$ cat config.mk
export PLATFORM = sky130hd
export DESIGN_NAME = gev_cell
export DESIGN_NICKNAME = d
export VERILOG_FILES = /design/src/design/gev_pkg.sv /design/src/design/gev_cell.sv
export SDC_FILE = /design/constraint.sdc
export NUM_CORES = 1
export LEC_CHECK = 0
export BUFFER_PORTS_ARGS = -buffer_cell sky130_fd_sc_hd__buf_4
export CORE_AREA = 4 4 204 206
export DETAILED_ROUTE_END_ITERATION = 8
export DIE_AREA = 0 0 208 210
export GPL_TIMING_DRIVEN = 0
export PLACE_DENSITY = 0.5
export SYNTH_ARGS = -nofsm -noshare
export SYNTH_HDL_FRONTEND = slang
export SYNTH_SLANG_ARGS = --single-unit
$ cat constraint.sdc
create_clock -name clk -period 10 [get_ports clk]
set_clock_uncertainty 0.05 [all_clocks]
set_input_delay 2 -clock clk [delete_from_list [all_inputs] [get_ports clk]]
set_output_delay 2 -clock clk [all_outputs]
set_load 0.05 [all_outputs]
$ cat src/design/gev_pkg.sv
`timescale 1ns / 1ps
package gev_pkg;

  localparam int DEF_MAX_ACTIVE = 128;
  localparam int LBA_W = 64;
  localparam int CNT_W = 11;
  localparam int POS_W = 12;
  localparam int EB_W = 13;
  localparam int BSEEN_W = 23;
  localparam int TOTAL_W = 24;
  localparam logic [31:0] CRC_POLY = 32'hEDB8_8320;
  localparam logic [EB_W-1:0] MIN_ENTRY_BYTES = 13'd128;
  localparam logic [EB_W-1:0] MAX_ENTRY_BYTES = 13'd4096;
  localparam logic [CNT_W-1:0] MAX_ENTRY_TOTAL = 11'd1024;
  localparam logic [CNT_W-1:0] COUNT_SAT = 11'd2047;
  localparam logic [BSEEN_W-1:0] BYTES_SAT = 23'h7F_FFFF;

  // register indexes
  localparam logic [2:0] REG_FIRST_USABLE = 3'd0;
  localparam logic [2:0] REG_LAST_USABLE = 3'd1;
  localparam logic [2:0] REG_DISK_SECTORS = 3'd2;
  localparam logic [2:0] REG_ENTRY_BYTES = 3'd3;
  localparam logic [2:0] REG_ENTRY_TOTAL = 3'd4;
  localparam logic [2:0] REG_EXPECTED_CRC = 3'd5;

  // status codes
  localparam logic [2:0] ST_OK = 3'd0;
  localparam logic [2:0] ST_USABLE = 3'd1;
  localparam logic [2:0] ST_SIZE = 3'd2;
  localparam logic [2:0] ST_CRC = 3'd3;
  localparam logic [2:0] ST_BOUNDS = 3'd4;
  localparam logic [2:0] ST_OVERLAP = 3'd5;
  localparam logic [2:0] ST_LENGTH = 3'd6;
  localparam logic [2:0] ST_FULL = 3'd7;

  // entry under check, walking down the cell chain
  typedef struct packed {
    logic             v;
    logic [LBA_W-1:0] s;
    logic [LBA_W-1:0] e;
    logic [CNT_W-1:0] cnt;
    logic             hit;
  } tok_t;

  function automatic logic [31:0] crc_byte(input logic [31:0] c, input logic [7:0] b);
    logic [31:0] r;
    r = c ^ {24'd0, b};
    for (int k = 0; k < 8; k++) begin
      r = r[0] ? ((r >> 1) ^ CRC_POLY) : (r >> 1);
    end
    return r;
  endfunction

endpackage

$ cat src/design/gev_cell.sv
`timescale 1ns / 1ps
module gev_cell import gev_pkg::*; #(
  parameter int IDX = 0
) (
  input  logic clk,
  input  logic rst_n,
  input  tok_t tok_in,
  output tok_t tok_out
);

  localparam logic [CNT_W-1:0] MY_IDX = CNT_W'(IDX);

  logic [LBA_W-1:0] kept_s_r;
  logic [LBA_W-1:0] kept_e_r;
  tok_t             tok_r;
  tok_t             tok_nxt;
  logic             ovl;

  assign ovl = !(tok_in.e < kept_s_r || kept_e_r < tok_in.s);

  always_comb begin
    tok_nxt = tok_in;
    tok_nxt.hit = tok_in.hit | ((MY_IDX < tok_in.cnt) & ovl);
  end

  always_ff @(posedge clk) begin
    if (!rst_n) begin
      tok_r.v <= 1'b0;
    end else begin
      tok_r.v <= tok_in.v;
    end
    tok_r.s <= tok_nxt.s;
    tok_r.e <= tok_nxt.e;
    tok_r.cnt <= tok_nxt.cnt;
    tok_r.hit <= tok_nxt.hit;
    // the slot at the current fill count takes the new entry
    if (tok_in.v && tok_in.cnt == MY_IDX) begin
      kept_s_r <= tok_in.s;
      kept_e_r <= tok_in.e;
    end
  end

  assign tok_out = tok_r;

endmodule

=== Word level (Yosys, flattened, before mapping) ===
Index checks and enable logic that the tools add are counted.
W data, S select, Z words.

* $lt $le $gt $ge: 3
* Bitwise gates (word level): 2
* Reductions and logical operators: 4

{| class="wikitable"
|+ Operator list
! cell !! number
|-
| $lt A64 B64 Y1 || 2
|-
| $logic_not A11 Y1 || 1
|-
| $lt A1 B11 Y1 const A || 1
|-
| $and A1 B1 Y1 || 1
|-
| $logic_and A1 B1 Y1 || 1
|-
| $logic_not A1 Y1 || 1
|-
| $logic_or A1 B1 Y1 || 1
|-
| $or A1 B1 Y1 || 1
|}

* Flip-flop bits (word level): 269
* Word-level logic and storage cells: 16
* Input port bits: 143
* Output and inout bits: 141

=== Longest topological paths before layout ===
Gate-level depths: netlist of run 1.

* Word-level depth: 5
* Depth in mapped cells: 8
* Depth with buffers taken out: 8

=== Worst setup path before layout of run 1 ===
Ideal clock, no wire load.

* Kind: input-to-reg
* From: in tok_in[6] (netlist name)
* To: reg kept_e_r[0] (enable)
* Stages on the path: 3
* Arrival: 7,708 ps
* Path buffers: 0
* Slack: 1,625 ps
* Data required time: 9,333 ps
* Setup time: 617 ps
* Cell sequence: nor4_1 > nand3_1 > nor2_1

* Word-level cells in the longest chain between the ends: 2

{| class="wikitable"
|+ Ends and longest elaborated chain
! item !! RTL line !! text
|-
| start, declared || gev_cell.sv:7 || <nowiki>input tok_t tok_in,</nowiki>
|-
| $logic_not A11 Y1 || gev_cell.sv:37 || <nowiki>if (tok_in.v && tok_in.cnt == MY_IDX) begin</nowiki>
|-
| $logic_and A1 B1 Y1 || gev_cell.sv:37 ||
|-
| end signal, assigned || gev_cell.sv:39 || <nowiki>kept_e_r <= tok_in.e;</nowiki>
|-
| end, declared || gev_cell.sv:14 || <nowiki>logic [LBA_W-1:0] kept_e_r;</nowiki>
|}

No other way between the ends.
A chain may end at the register's enable or synchronous reset.

==> results of run 1 <==
path summary, 6_finish.rpt:
path	startpoint	depth (start not counted)	slack, ns	end
setup reg to reg	kept_e_r[41]	7	7.54	tok_out[0]
hold / removal	kept_e_r[63]	5	0.85	tok_out[0]
hold reg to reg	kept_e_r[63]	5	0.85	tok_out[0]
setup / recovery	tok_in[117]	9	6.33	tok_out[0]
critical path, delay by kind of cell:
kind,cells,cell delay (ns)
buf+inv,2,0.14
compound gates,6,1.63
fa+ha+maj,1,0.30
logic make-up (layout without fill, tap and decap cells):
group / Yosys count / after routing
AOI/OAI and AO/OA: 104 / 104
adders and majority gates: 126 / 126
buffers and inverters: 130 / 475
DFF: 269 / 269
and+or+nand+nor: 101 / 101
power by group through the flow:
stage                     Clock, mW  Sequential (mW)  Combinational (mW)
final                          1.09             1.19               0.280
after global routing           1.19             1.19               0.302
after CTS                      1.14             1.19               0.286
after detailed placement          0             1.21               0.285
after global placement            0             1.21               0.284
after floorplan                   0             1.32              0.0445
metrics by stage:
step | hold slack [ns] | total power, mW
6_report | 0.8452 | 2.565
5_1_grt | 0.9132 | 2.681
4_1_cts | 0.8465 | 2.614
3_5_place_dp | 0.8350 | 1.499
3_3_place_gp | 0.8567 | 1.498
2_1_floorplan | 0.7468 | 1.367
layout make-up:
cell class / instances / area, µm² / area share, %
sequential: 269 / 6666 / 48.65
multi-input combinational: 331 / 2704 / 19.73
timing repair buffer: 287 / 2205 / 16.09
clock buffer: 42 / 858.3 / 6.264
tap: 525 / 656.9 / 4.794
inverter: 130 / 488.0 / 3.561
clock inverter: 16 / 125.1 / 0.9131
layer usage:
metal / vias to the layer above / share of wire, % / wire, µm / GRT usage, %
li1: 3199 / - / - / -
met1: 2883 / 43 / 10520 / 13.72
met2: 221 / 45 / 11070 / 17.14
met3: 37 / 8.6 / 2090 / 3.542
met4: 2 / 2.7 / 660 / 3.669
met5: - / 0.053 / 13 / 0
cell usage after synthesis:
master                       n  share of area, %
sky130_fd_sc_hd__dfxtp_1   141                29
sky130_fd_sc_hd__inv_1     130               5.0
sky130_fd_sc_hd__edfxtp_1  128                39
sky130_fd_sc_hd__ha_1      126                16
sky130_fd_sc_hd__a21oi_1    48               2.4
sky130_fd_sc_hd__nand2_1    40               1.5
sky130_fd_sc_hd__o21ai_0    20               1.0
sky130_fd_sc_hd__nor2_1     18              0.69
sky130_fd_sc_hd__nand4_1    15              0.95
sky130_fd_sc_hd__nand3_1     9              0.46
sky130_fd_sc_hd__a21o_1      8              0.61
sky130_fd_sc_hd__a211oi_1    6              0.46
sky130_fd_sc_hd__a221oi_1    6              0.53
sky130_fd_sc_hd__and4_1      5              0.44
sky130_fd_sc_hd__nor3_1      5              0.25
sky130_fd_sc_hd__o211ai_1    5              0.38
sky130_fd_sc_hd__nor4_1      4              0.25
sky130_fd_sc_hd__a2111o_1    2              0.23
sky130_fd_sc_hd__nor2b_1     2              0.13
sky130_fd_sc_hd__a21boi_0    1             0.076
sky130_fd_sc_hd__a221o_1     1              0.10
sky130_fd_sc_hd__a221oi_2    1              0.15
sky130_fd_sc_hd__a22oi_1     1             0.076
sky130_fd_sc_hd__a41oi_1     1             0.089
sky130_fd_sc_hd__and2_1      1             0.064
sky130_fd_sc_hd__nand2b_1    1             0.064
sky130_fd_sc_hd__nor3b_1     1             0.076
sky130_fd_sc_hd__o21a_1      1             0.076
sky130_fd_sc_hd__o221ai_1    1             0.089
sky130_fd_sc_hd__o22ai_1     1             0.064
sky130_fd_sc_hd__o31ai_1     1             0.076
flip-flops by register name, indices dropped and copies added, names as in the netlist:
| register | cells |
|---|---|
| kept_s_r | 64 |
| tok_out | 141 |
| kept_e_r | 64 |
==> impl.org, run 1 <==
** Pwr
- Total power density per cell area :: ~190 nW/µm²
- Highest ir drop seen on vdd :: about 0.12 mV
- The analysis attributes to cell leakage a power of 6.261 nW.
- Reported net switching power :: 0.6526 mW
- Share of total power in combinational logic :: 10.9%
- Net switching is 25.45% of the power.
- Proportion of power drawn by the clock network :: 42.7%
- Sequential fraction of design power :: 46.4%
- Internal power summed over all cells :: about 1.9 mW

** Placement
- Final estimated routing congestion in global placement :: 0.7350
- Post-place setup slack :: 5.720 ns
- Placement Cell Area :: between 10,000 and 15,000 µm²
- Cell total after placement :: 1,542
- The HPWL after detailed placement is ~19,000 µm.
- In this run the tool buffered the top-level ports with approximately 280 buffer cells.

** Floorplan
- # IOs :: 284
- After floorplanning, the core was sized to cover 39,640 µm².
- Number of placement rows :: 73
- The die covers 43,680 µm².
- Y dimension of the die :: approximately 210 µm
- The die is 208 µm wide.
- Initial core utilization :: 24.85%

** Final layout
- Finished layout cell area :: 13,700 µm²
- Leaving out filler cells and counting taps, the final layout contains around 1.6k.
- NumNets Final :: 1,319
- The area growth from synthesis to layout is 39.11%.
- Commonest cells after routing, fill and taps aside :: 283 x sky130_fd_sc_hd__buf_4, 141 x sky130_fd_sc_hd__dfxtp_1, 130 x sky130_fd_sc_hd__inv_1
- Of the cells placed in the final design, the portion with a size suffix greater than 1 is a little under a third.
- The number of antenna diodes in the final layout is 0.
- Number of inserted filler cells in the final layout :: 3,986
- For this run, the share of the core covered by cells in the final layout is between 30% and 40%.
- Most common cell after layout, fill and taps aside :: sky130_fd_sc_hd__buf_4

** Logic synthesis
- Dominant combinational cell family by area after synthesis :: adder cells
- Post-synthesis share of cell area spent on xor and xnor gates :: 0%
- Adder and majority cell fraction of the synthesized area :: about 16%
- The synthesized netlist devotes 6.465% of its cell area to compound gates.
- Measured against the total synthesized area, the mux share comes to 0%.
- Gate count after technology mapping :: 730
- After Yosys synthesis, and, or, nand and nor cells account for under 10% of the synthesized area.
- Yosys Warn Count :: 0
- After synthesis, the mean cell area works out to 13.49 µm².
- Count of cell types in the netlist :: 31
- Counting flops and latches in the post-synthesis netlist gives 269.
- Synthesis produced a netlist with a net count of 999.
- Netlist area before placement :: 9851 µm²
- Summing the sequential cell areas from Yosys gives between 60% and 70% of the chip area.

** Detailed routing
- Iter 0 DRT Violations :: ~160
- Average routed wire per standard cell :: 15.22 µm
- For this run, the detailed router's first-pass iteration total came to 4.
- Detailed routing inserted a total of 6,342 vias.
- Antenna-violating nets left :: 0
- In the routed layout, each cell is associated on average with a via count of 3.964.
- For this run, design rule violations remaining after detail routing come to 0.
- Total routed wirelength :: about 24,000 µm

** Clock tree
- After clock tree synthesis, the clock-pin slew on the worst setup and hold paths is 0.06 ns.
- Hold-fix buffers, CTS :: 0
- Number of instances resized during post-cts repair :: 0
- Number of clock buffers inserted by TritonCTS :: 31
- TritonCTS built the clock tree.
- The tree is rooted in a sky130_fd_sc_hd__clkbuf_16.
- In this run the number of H-tree levels came out at 1.
- Maximum clock insertion buffer count :: 3
- Clock sink count :: between 200 and 300
- # Post-CTS Setup Buffers :: 0
- Clock Latency Late Sink :: 0.57 ns

** GRT
- The initial antenna violation count was 1.
- Via count of the first global-routing pass :: 6,710
- Entering global routing, the biggest net connects 33 pins.
- Overall global routing resource usage :: 10.71%
- The first global-routing pass estimated 36,910 µm of wire.
- Summed over all layers, the global routing overflow is 0.

** Timing
- Setup-failing EPs final :: 0
- Pins over their slew limit :: 0
- Headroom to the max-slew limit came out at 55.58%.
- For the pin with the worst max-slew slack, the measured transition is 0.6602 ns.
- Fraction of the cycle the final worst path needs :: a little under two fifths
- After routing, the total negative slack on setup checks comes to 0 ns.
- Setup repair after global routing left no endpoint under its margin.
- The number of endpoints with negative hold slack in the final report was 0.
- Static timing analysis puts the maximum clock frequency at around 270 MHz.
- After layout, the worst setup slack is 6.330 ns.
- Subtracting the final worst setup slack from the clock period gives 3.670 ns.

** Setup path
- Crit-path cells :: buf_4, inv_1, ha_1, a21oi_1, o21ai_0, a221o_1, a2111o_1, a221oi_2, a211oi_1
- In this run the worst path has a maximum fanout of 3.
- STA classifies the critical path endpoint as a register.
- Data arrives at the worst endpoint at roughly 4.1 ns.
- The worst setup path is of the in -> reg kind.
- The largest individual stage delay along the critical path comes from the cell sky130_fd_sc_hd__a2111o_1.
- Kind of start point of the critical path :: primary input
- At the worst endpoint, the required time is roughly 10 ns.
- For this run, the slowest stage of the critical path takes 0.48 ns.

** Outcome
- The run finished with clean final reports.

** Flow run
- Max-cap violations :: 0

** Hold path
- The tightest min-delay check is of the reg -> reg type.
Note: power is estimated with default switching activity, not from simulation.
==> run 2: changes to the inputs <==
Settings changed: PLACE_DENSITY 0.5 to 0.52.
Clock period 10 ns to 3.2 ns, I/O delays scaled along.
==> run 2 against run 1 <==
  * Cell count is essentially flat
  * Design area grew 1.1%
  * Sequential share of layout area shrank 0.54 points
  * Setup slack lost 5.6 ns
  * Global-route usage grew 0.11 points
  * Sequential power grew to 3.1 times the previous value
  * Die area is the same
  * First-iteration DRC count grew 70%
  * Largest power group unchanged
  * Critical path depth shrank 2
  * Combinational power grew to 3.1 times the previous value
  * Clock power grew to 3.3 times the previous value
  * Critical path type is now reg -> reg
  * Via count grew 1.5%
==> impl.org, run 2 (synthesized netlist as in run 1, its figures left out) <==
** Setup path
- Worst stage delay on the critical path :: 0.46 ns
- Kind of start point of the critical path :: register
- Type of the setup path with the least slack :: reg -> reg
- Measured in cells, the most critical reg-to-reg path has a length of 7.
- In this run the critical register-to-register path is launched from kept_e_r[41].
- The worst setup path is captured at a register.
- On the critical path, the stage with the largest delay is an instance of sky130_fd_sc_hd__a2111o_1.
- Worst setup startpoint :: kept_e_r[41]
- Data arrives at the worst endpoint at 2.87 ns.
- Along the worst path, the maximum fanout reaches 2.
- Required time worst endpoint :: between 3 and 4 ns
- Walking the worst path, the cells encountered are ha_1, a21oi_1, o21ai_0, a221o_1, a2111o_1, a221oi_2, a211oi_1.
- The worst register-to-register path has a setup slack of 0.72 ns.
- The endpoint identified for the worst register-to-register timing path is tok_out[0].

** Clock tree
- CTS saw 269 sinks.
- # Post-CTS Setup Buffers :: 0
- The number of hold buffers added after CTS was 0.
- Counting the buffers created by CTS gives 31.
- TritonCTS clock tree :: done
- Clock-pin slew was measured on the worst setup and hold paths at approximately 0.070 ns.
- CTS HTree Levels :: 1
- Number of instances resized during post-cts repair :: 0
- Clk Tree Root Cell :: sky130_fd_sc_hd__clkbuf_16
- The later pin in the worst-skew pair is clocked with a latency of 0.57 ns.
- Maximum clock insertion buffer count :: 3

** Final layout
- Compared with the post-synthesis result, the final layout area differs by 40.66%.
- Total area of multi-input combinational cells :: 2739 µm²
- The register with the most flip-flops in the layout has 141 of them.
- For this run, the post-layout net count is 1,320.
- Most common cell after layout, fill and taps aside :: sky130_fd_sc_hd__buf_4
- Post-layout instance count excluding filler cells :: roughly 1.6k
- The sequential cells in the finished layout cover a total of 6666 µm².
- Of the cells placed in the final design, the portion with a size suffix greater than 1 is between 30% and 40%.
- In the layout the commonest cells are 283 x sky130_fd_sc_hd__buf_4, 141 x sky130_fd_sc_hd__dfxtp_1, 130 x sky130_fd_sc_hd__inv_1.
- The repair_antennas step left the layout with diodes totalling 0.
- Number of inserted filler cells in the final layout :: just under 4k

** Pwr
- Static Leakage :: 6.328 nW
- For this design the ratio of total power to cell area is around 600 nW/µm².
- IR analysis of the VDD net gives a maximum drop of 0.4144 mV.

** Timing
- Setup-failing EPs final :: 0
- Setup repair after global routing missed its margin :: no
- In this run the tightest slew margin relative to its limit is 58.20%.
- The worst path needs between 2 and 2.5 ns of the cycle, external delays included.
- Maximum operating frequency :: between 400 and 500 MHz
- At the pin with the least slew margin, the transition time is a little over 0.6 ns.
- Fin Setup TNS :: 0 ns
- Fraction of the cycle the final worst path needs :: 77.40%
- Final-report hold violation count :: 0
- Pins over their slew limit :: 0

** GRT
- Sum of overflow across all layers after global routing :: 0
- Overall global routing resource usage :: 10.82%
- Largest net degree at the start of global routing :: 33
- The initial antenna violation count came to 0.
- The first global-routing pass estimated around 38,000 µm of wire.
- The via count of the first global-routing pass was between 6k and 7k.

** Detailed routing
- Total routed wirelength :: roughly 24,000 µm
- In this run the remaining antenna-violating nets after routing total 0.
- For this run, design rule violations remaining after detail routing come to 0.
- Average routed wire per standard cell :: 15.22 µm
- Via count :: 6,435
- Iter 0 DRT Violations :: 273
- 1st-pass router iterations :: 4
- Via density per instance :: 4.019

** Floorplan
- The die is 208 µm wide.
- DIE AREA :: 43,680 µm²
- In this run the count of I/O pins placed on the die edge is 284.
- In this run the core area contains 73 standard-cell rows.
- The core region is a little under 40,000 µm².
- Once the floorplan was initialized, standard cells occupied 24.85% of the core.
- Measured along the y axis, the die boundary spans 210 µm.

** Hold path
- Capture endpoint of the worst hold path :: tok_out[58]
- Counting instances, the worst hold path has a depth of 1.
- The startpoint identified for the worst hold timing path is tok_in[58].
- The min-delay analysis places its worst path in the category in -> reg.

** Placement
- Final estimated routing congestion in global placement :: 0.7576
- The count of buffers added on input and output ports is 283.
- Once detailed placement completed, the half-perimeter wirelength came to 18,890 µm.
- Including well taps, the total number of placed cells is around 1.5k.

** Flow run
- Max-cap violations :: 0

** Outcome
- The flow ran to the end, and the final reports show no timing, DRC or antenna violations.
==> run 2: cell count changes in the layout (fill, tap and decap cells not counted), sizes merged <==
cell,previous run,this run
clkbuf,42,41
buf,287,288
clkinvlp,2,0
clkinv,7,10
==> run 2: report_power, final <==
group	leakage [nW]	switching, mW	total (mW)	internal (mW)
registers	2.34	0.0250	3.72	3.70
clock network	0.536	1.47	3.61	2.14
logic	3.45	0.568	0.880	0.312
==> run 2: cell type report <==
type                    instances  share of cell area, %
well taps                     525                  4.741
repair buffers                288                  16.16
clock buffers                  41                  6.709
multi-input cells             331                  19.77
inverters                     130                  3.522
clock inverters                17                 0.9843
flip-flops and latches        269                  48.11
==> run 2: stage by stage <==
step / worst slack (ns) / utilization [%] / area, µm² / power (mW) / hold WS (ns)
6_report: 0.7233 / 34.95 / 13860 / 8.215 / 0.1446
5_1_grt: 0.5294 / 34.95 / 13860 / 8.603 / 0.1129
4_1_cts: 0.6734 / 34.95 / 13860 / 8.409 / 0.09132
3_5_place_dp: 0.2290 / 32.26 / 12790 / 4.691 / 0.7076
3_3_place_gp: -1.605 / 31.97 / 12670 / 4.685 / 0.7063
2_1_floorplan: -0.2257 / - / 9893 / 4.274 / 0.6177
==> run 2: worst max-delay path by stage <==
stage	end	slack [ns]	depth (start not counted)
3_3_place_gp	kept_s_r[5]	-1.61	4
4_1_cts	tok_out[0]	0.67	7
5_1_grt	tok_out[0]	0.53	7
3_5_place_dp	tok_out[0]	0.23	9
6_report	tok_out[0]	0.72	7
2_1_floorplan	kept_e_r[0]	-0.23	3
==> run 2: worst max-delay path, delay by kind of cell, from the launching register on <==
family,cells,cell delay (ns)
AOI/OAI and AO/OA,6,1.64
DFF,1,0.36
adders and majority gates,1,0.30
==> run 2: per-layer routing <==
layer  global-route usage, %  vias to the layer above  share of wire [%]  wire length [µm]
li1                        -                     3209                  -                 -
met1                   14.24                     2969                 44             10780
met2                   17.57                      220                 46             11210
met3                   2.977                       37                7.4              1799
met4                   3.216                        0                2.4               576
met5                       0                        -                  0                 0
==> run 3: changes to the inputs <==
Clock period 3.2 ns to 2.2 ns, I/O delays scaled along.
==> run 3 against run 2 <==
  * The flow now finishes with violations (negative setup slack)
  * Non-clock buffer count increased by 141
  * Wire length grew 7.1%
  * Clock power grew 43%
  * Setup slack got worse by 0.88 ns
  * Register-to-register slack lost 0.88 ns
  * First-iteration DRC count is 18% lower
  * Design area rose by 10%
  * Sequential cell count unchanged
  * Sequential power is 45% higher
  * Via count up 9.1%
  * Sequential share of layout area down 4.4 points
  * Global-route usage increased by 0.73 points
==> impl.org, run 3 (synthesized netlist as in run 1, its figures left out) <==
** Setup path
- The cell family contributing the most delay on the critical path is compound AO/OA/AOI/OAI gates.
- Arrival time of the worst setup path :: 2.72 ns
- Measured in cells, the most critical reg-to-reg path has a length of 7.
- Type of the setup path with the least slack :: reg -> reg
- STA classifies the critical path startpoint as a register.
- Worst stage delay on the critical path :: 0.43 ns
- The slowest stage of the critical path is the sky130_fd_sc_hd__a2111o_1 cell.
- Worst path buffer plus inverter count :: 0
- The worst register-to-register path ends at tok_out[0].
- Crit-path cells :: ha_1, a21oi_1, o21ai_1, a221o_1, a2111o_1, a221oi_4, a211oi_2
- The startpoint identified for the worst register-to-register timing path is kept_e_r[43].
- R2R setup slack :: -0.15 ns
- Worst Setup End Kind :: register
- In this run the worst path has a maximum fanout of 2.
- Required time worst endpoint :: 2.57 ns

** GRT
- Busiest grt layer :: met2
- GR met2 Demand/Resource :: a little under a fifth
- Antenna violations before repair :: 0
- Largest net degree at the start of global routing :: 32
- Met3 usage :: 2.739%
- Overall global routing resource usage :: 11.56%
- Wire length of the first global-routing pass :: 40,410 µm
- Via count of the first global-routing pass :: 7,250
- After global routing the overflow that remains totals 0.
- GR met1 Demand/Resource :: 15.70%

** Detailed routing
- 1st-pass router iterations :: 4
- After detailed routing, the average wire length per cell comes to around 15 µm.
- For this block, the initial DRC count from the detailed router was 223.
- In the routed layout, each cell is associated on average with a via count of 4.035.
- The detail route stage leaves a number of antenna-violating nets equal to 0.
- Remaining DRCs :: 0
- The routed layout has roughly 7.0k vias.
- Total routed wirelength :: ~26,000 µm

** Timing
- The number of max-slew violations in the final report is 0.
- Final-report hold violation count :: 0
- Crit path time final :: approximately 2.4 ns
- Setup-failing EPs final :: 1
- Maximum operating frequency :: 425.1 MHz
- After routing, the total negative slack on setup checks comes to -0.1525 ns.
- Setup repair after global routing missed its margin :: yes
- After layout, the worst setup slack is -0.1525 ns.
- At the pin with the least slew margin, the transition time is 0.7579 ns.
- The tightest hold path in the finished design has a slack of 0.04346 ns.
- In this run the tightest slew margin relative to its limit is 49.35%.
- The final critical path takes up 106.9% of the cycle.

** Outcome
- Violated checks :: negative setup slack
- Status :: finished with violations

** Floorplan
- The floorplan step set the die height to 210 µm.
- In this run the core area contains between 70 and 80 standard-cell rows.
- The core region is just under 40,000 µm².
- Once the floorplan was initialized, standard cells occupied 24.85% of the core.
- Horizontal die dimension :: between 200 and 250 µm
- DIE AREA :: 43,680 µm²
- During I/O placement, the number of pins put on the boundary was between 200 and 300.

** Final layout
- Most common cell after layout, fill and taps aside :: sky130_fd_sc_hd__buf_4
- The multi-input combinational cells in the finished layout cover a total of 2778 µm².
- In the layout the commonest cells are 284 x sky130_fd_sc_hd__buf_4, 141 x sky130_fd_sc_hd__dlygate4sd3_1, 141 x sky130_fd_sc_hd__dfxtp_1.
- The finished cells cover 15,270 µm².
- The filler cells instantiated in the layout total 3,779.
- Post-layout instance count excluding filler cells :: about 1.7k
- At the end of the flow the core is filled with cells to 38.51%.
- NumNets Final :: about 1.5k
- Diode insertion count for antenna repair :: 0
- In the final layout, the share of cells above drive strength 1 is 28.40%.
- The register with the most flip-flops in the layout has 141 of them.
- Register Area :: 6666 µm²
- Layout-stage area growth over the synthesis result :: 54.98%

** Pwr
- Static Leakage :: 6.892 nW
- Total power density per cell area :: 791.9 nW/µm²
- Highest ir drop seen on vdd :: between 0.5 and 0.6 mV
- The design draws 12.09 mW.

** Clock tree
- In this run the number of H-tree levels came out at 1.
- Clock Latency Late Sink :: between 0.5 and 0.6 ns
- Clock sink count :: 269
- Number of clock buffers inserted by TritonCTS :: 30
- Clk Tree Root Cell :: sky130_fd_sc_hd__clkbuf_16
- After clock tree synthesis, the clock-pin slew on the worst setup and hold paths is 0.06 ns.
- Maximum clock insertion buffer count :: 3
- TritonCTS built the clock tree.

** Hold path
- Worst hold path stage count :: 1
- Worst min-delay path startpoint :: tok_in[117]
- Capture endpoint of the worst hold path :: kept_s_r[41]
- Hold/Removal Path Class :: in -> reg

** Flow run
- Across the run, the number of max-cap violations was 0.

** Placement
- Summing all placed instances gives a cell area of 12,760 µm².
- Final estimated routing congestion in global placement :: 0.7756
- In this run the tool buffered the top-level ports with 283 buffer cells.
- After detailed placement, the design holds a cell count of 1,542.
- DP HPWL :: 18,610 µm
- Post-place setup slack :: -0.5501 ns
## run 3: area by class of cell
cell class,count,share of cell area (%)
Clock buffer,47,6.302
Multi-Input combinational cell,331,18.19
Clock inverter,9,0.5573
Timing Repair Buffer,429,23.78
Inverter,130,3.196
Sequential cell,269,43.67
Tap cell,525,4.303
## run 3: where the power goes
group          internal, mW  switching (mW)  total [mW]
Sequential             5.38          0.0388        5.41
Combinational         0.621           0.880        1.50
Clock                  3.13            2.04        5.18
## run 3: metal layers
metal / vias to the layer above / routed length [µm]
li1: 3494 / -
met1: 3266 / 12060
met2: 222 / 11890
met3: 39 / 1640
met4: 0 / 508
met5: - / 0
## run 3: worst max path at each step
| stage | startpoint | to | slack [ns] | cells past startpoint |
|---|---|---|---|---|
| 4_1_cts | kept_e_r[45] | tok_out[0] | -0.20 | 7 |
| 2_1_floorplan | tok_in[6] | kept_e_r[0] | -1.03 | 3 |
| 6_report | kept_e_r[43] | tok_out[0] | -0.15 | 7 |
| 3_3_place_gp | tok_in[1] | kept_s_r[7] | -2.41 | 4 |
| 5_1_grt | kept_e_r[43] | tok_out[0] | -0.21 | 7 |
| 3_5_place_dp | tok_in[1] | kept_s_r[4] | -0.55 | 6 |
## run 3: what timing repair did
item / in CTS / in global routing
setup buffers: 1 / 0
endpoints found under the hold margin: 194 / 0
setup endpoints to repair: 1 / 1
hold buffers: 141 / 0
pin swaps: 1 / 0
resized for setup: 3 / 3
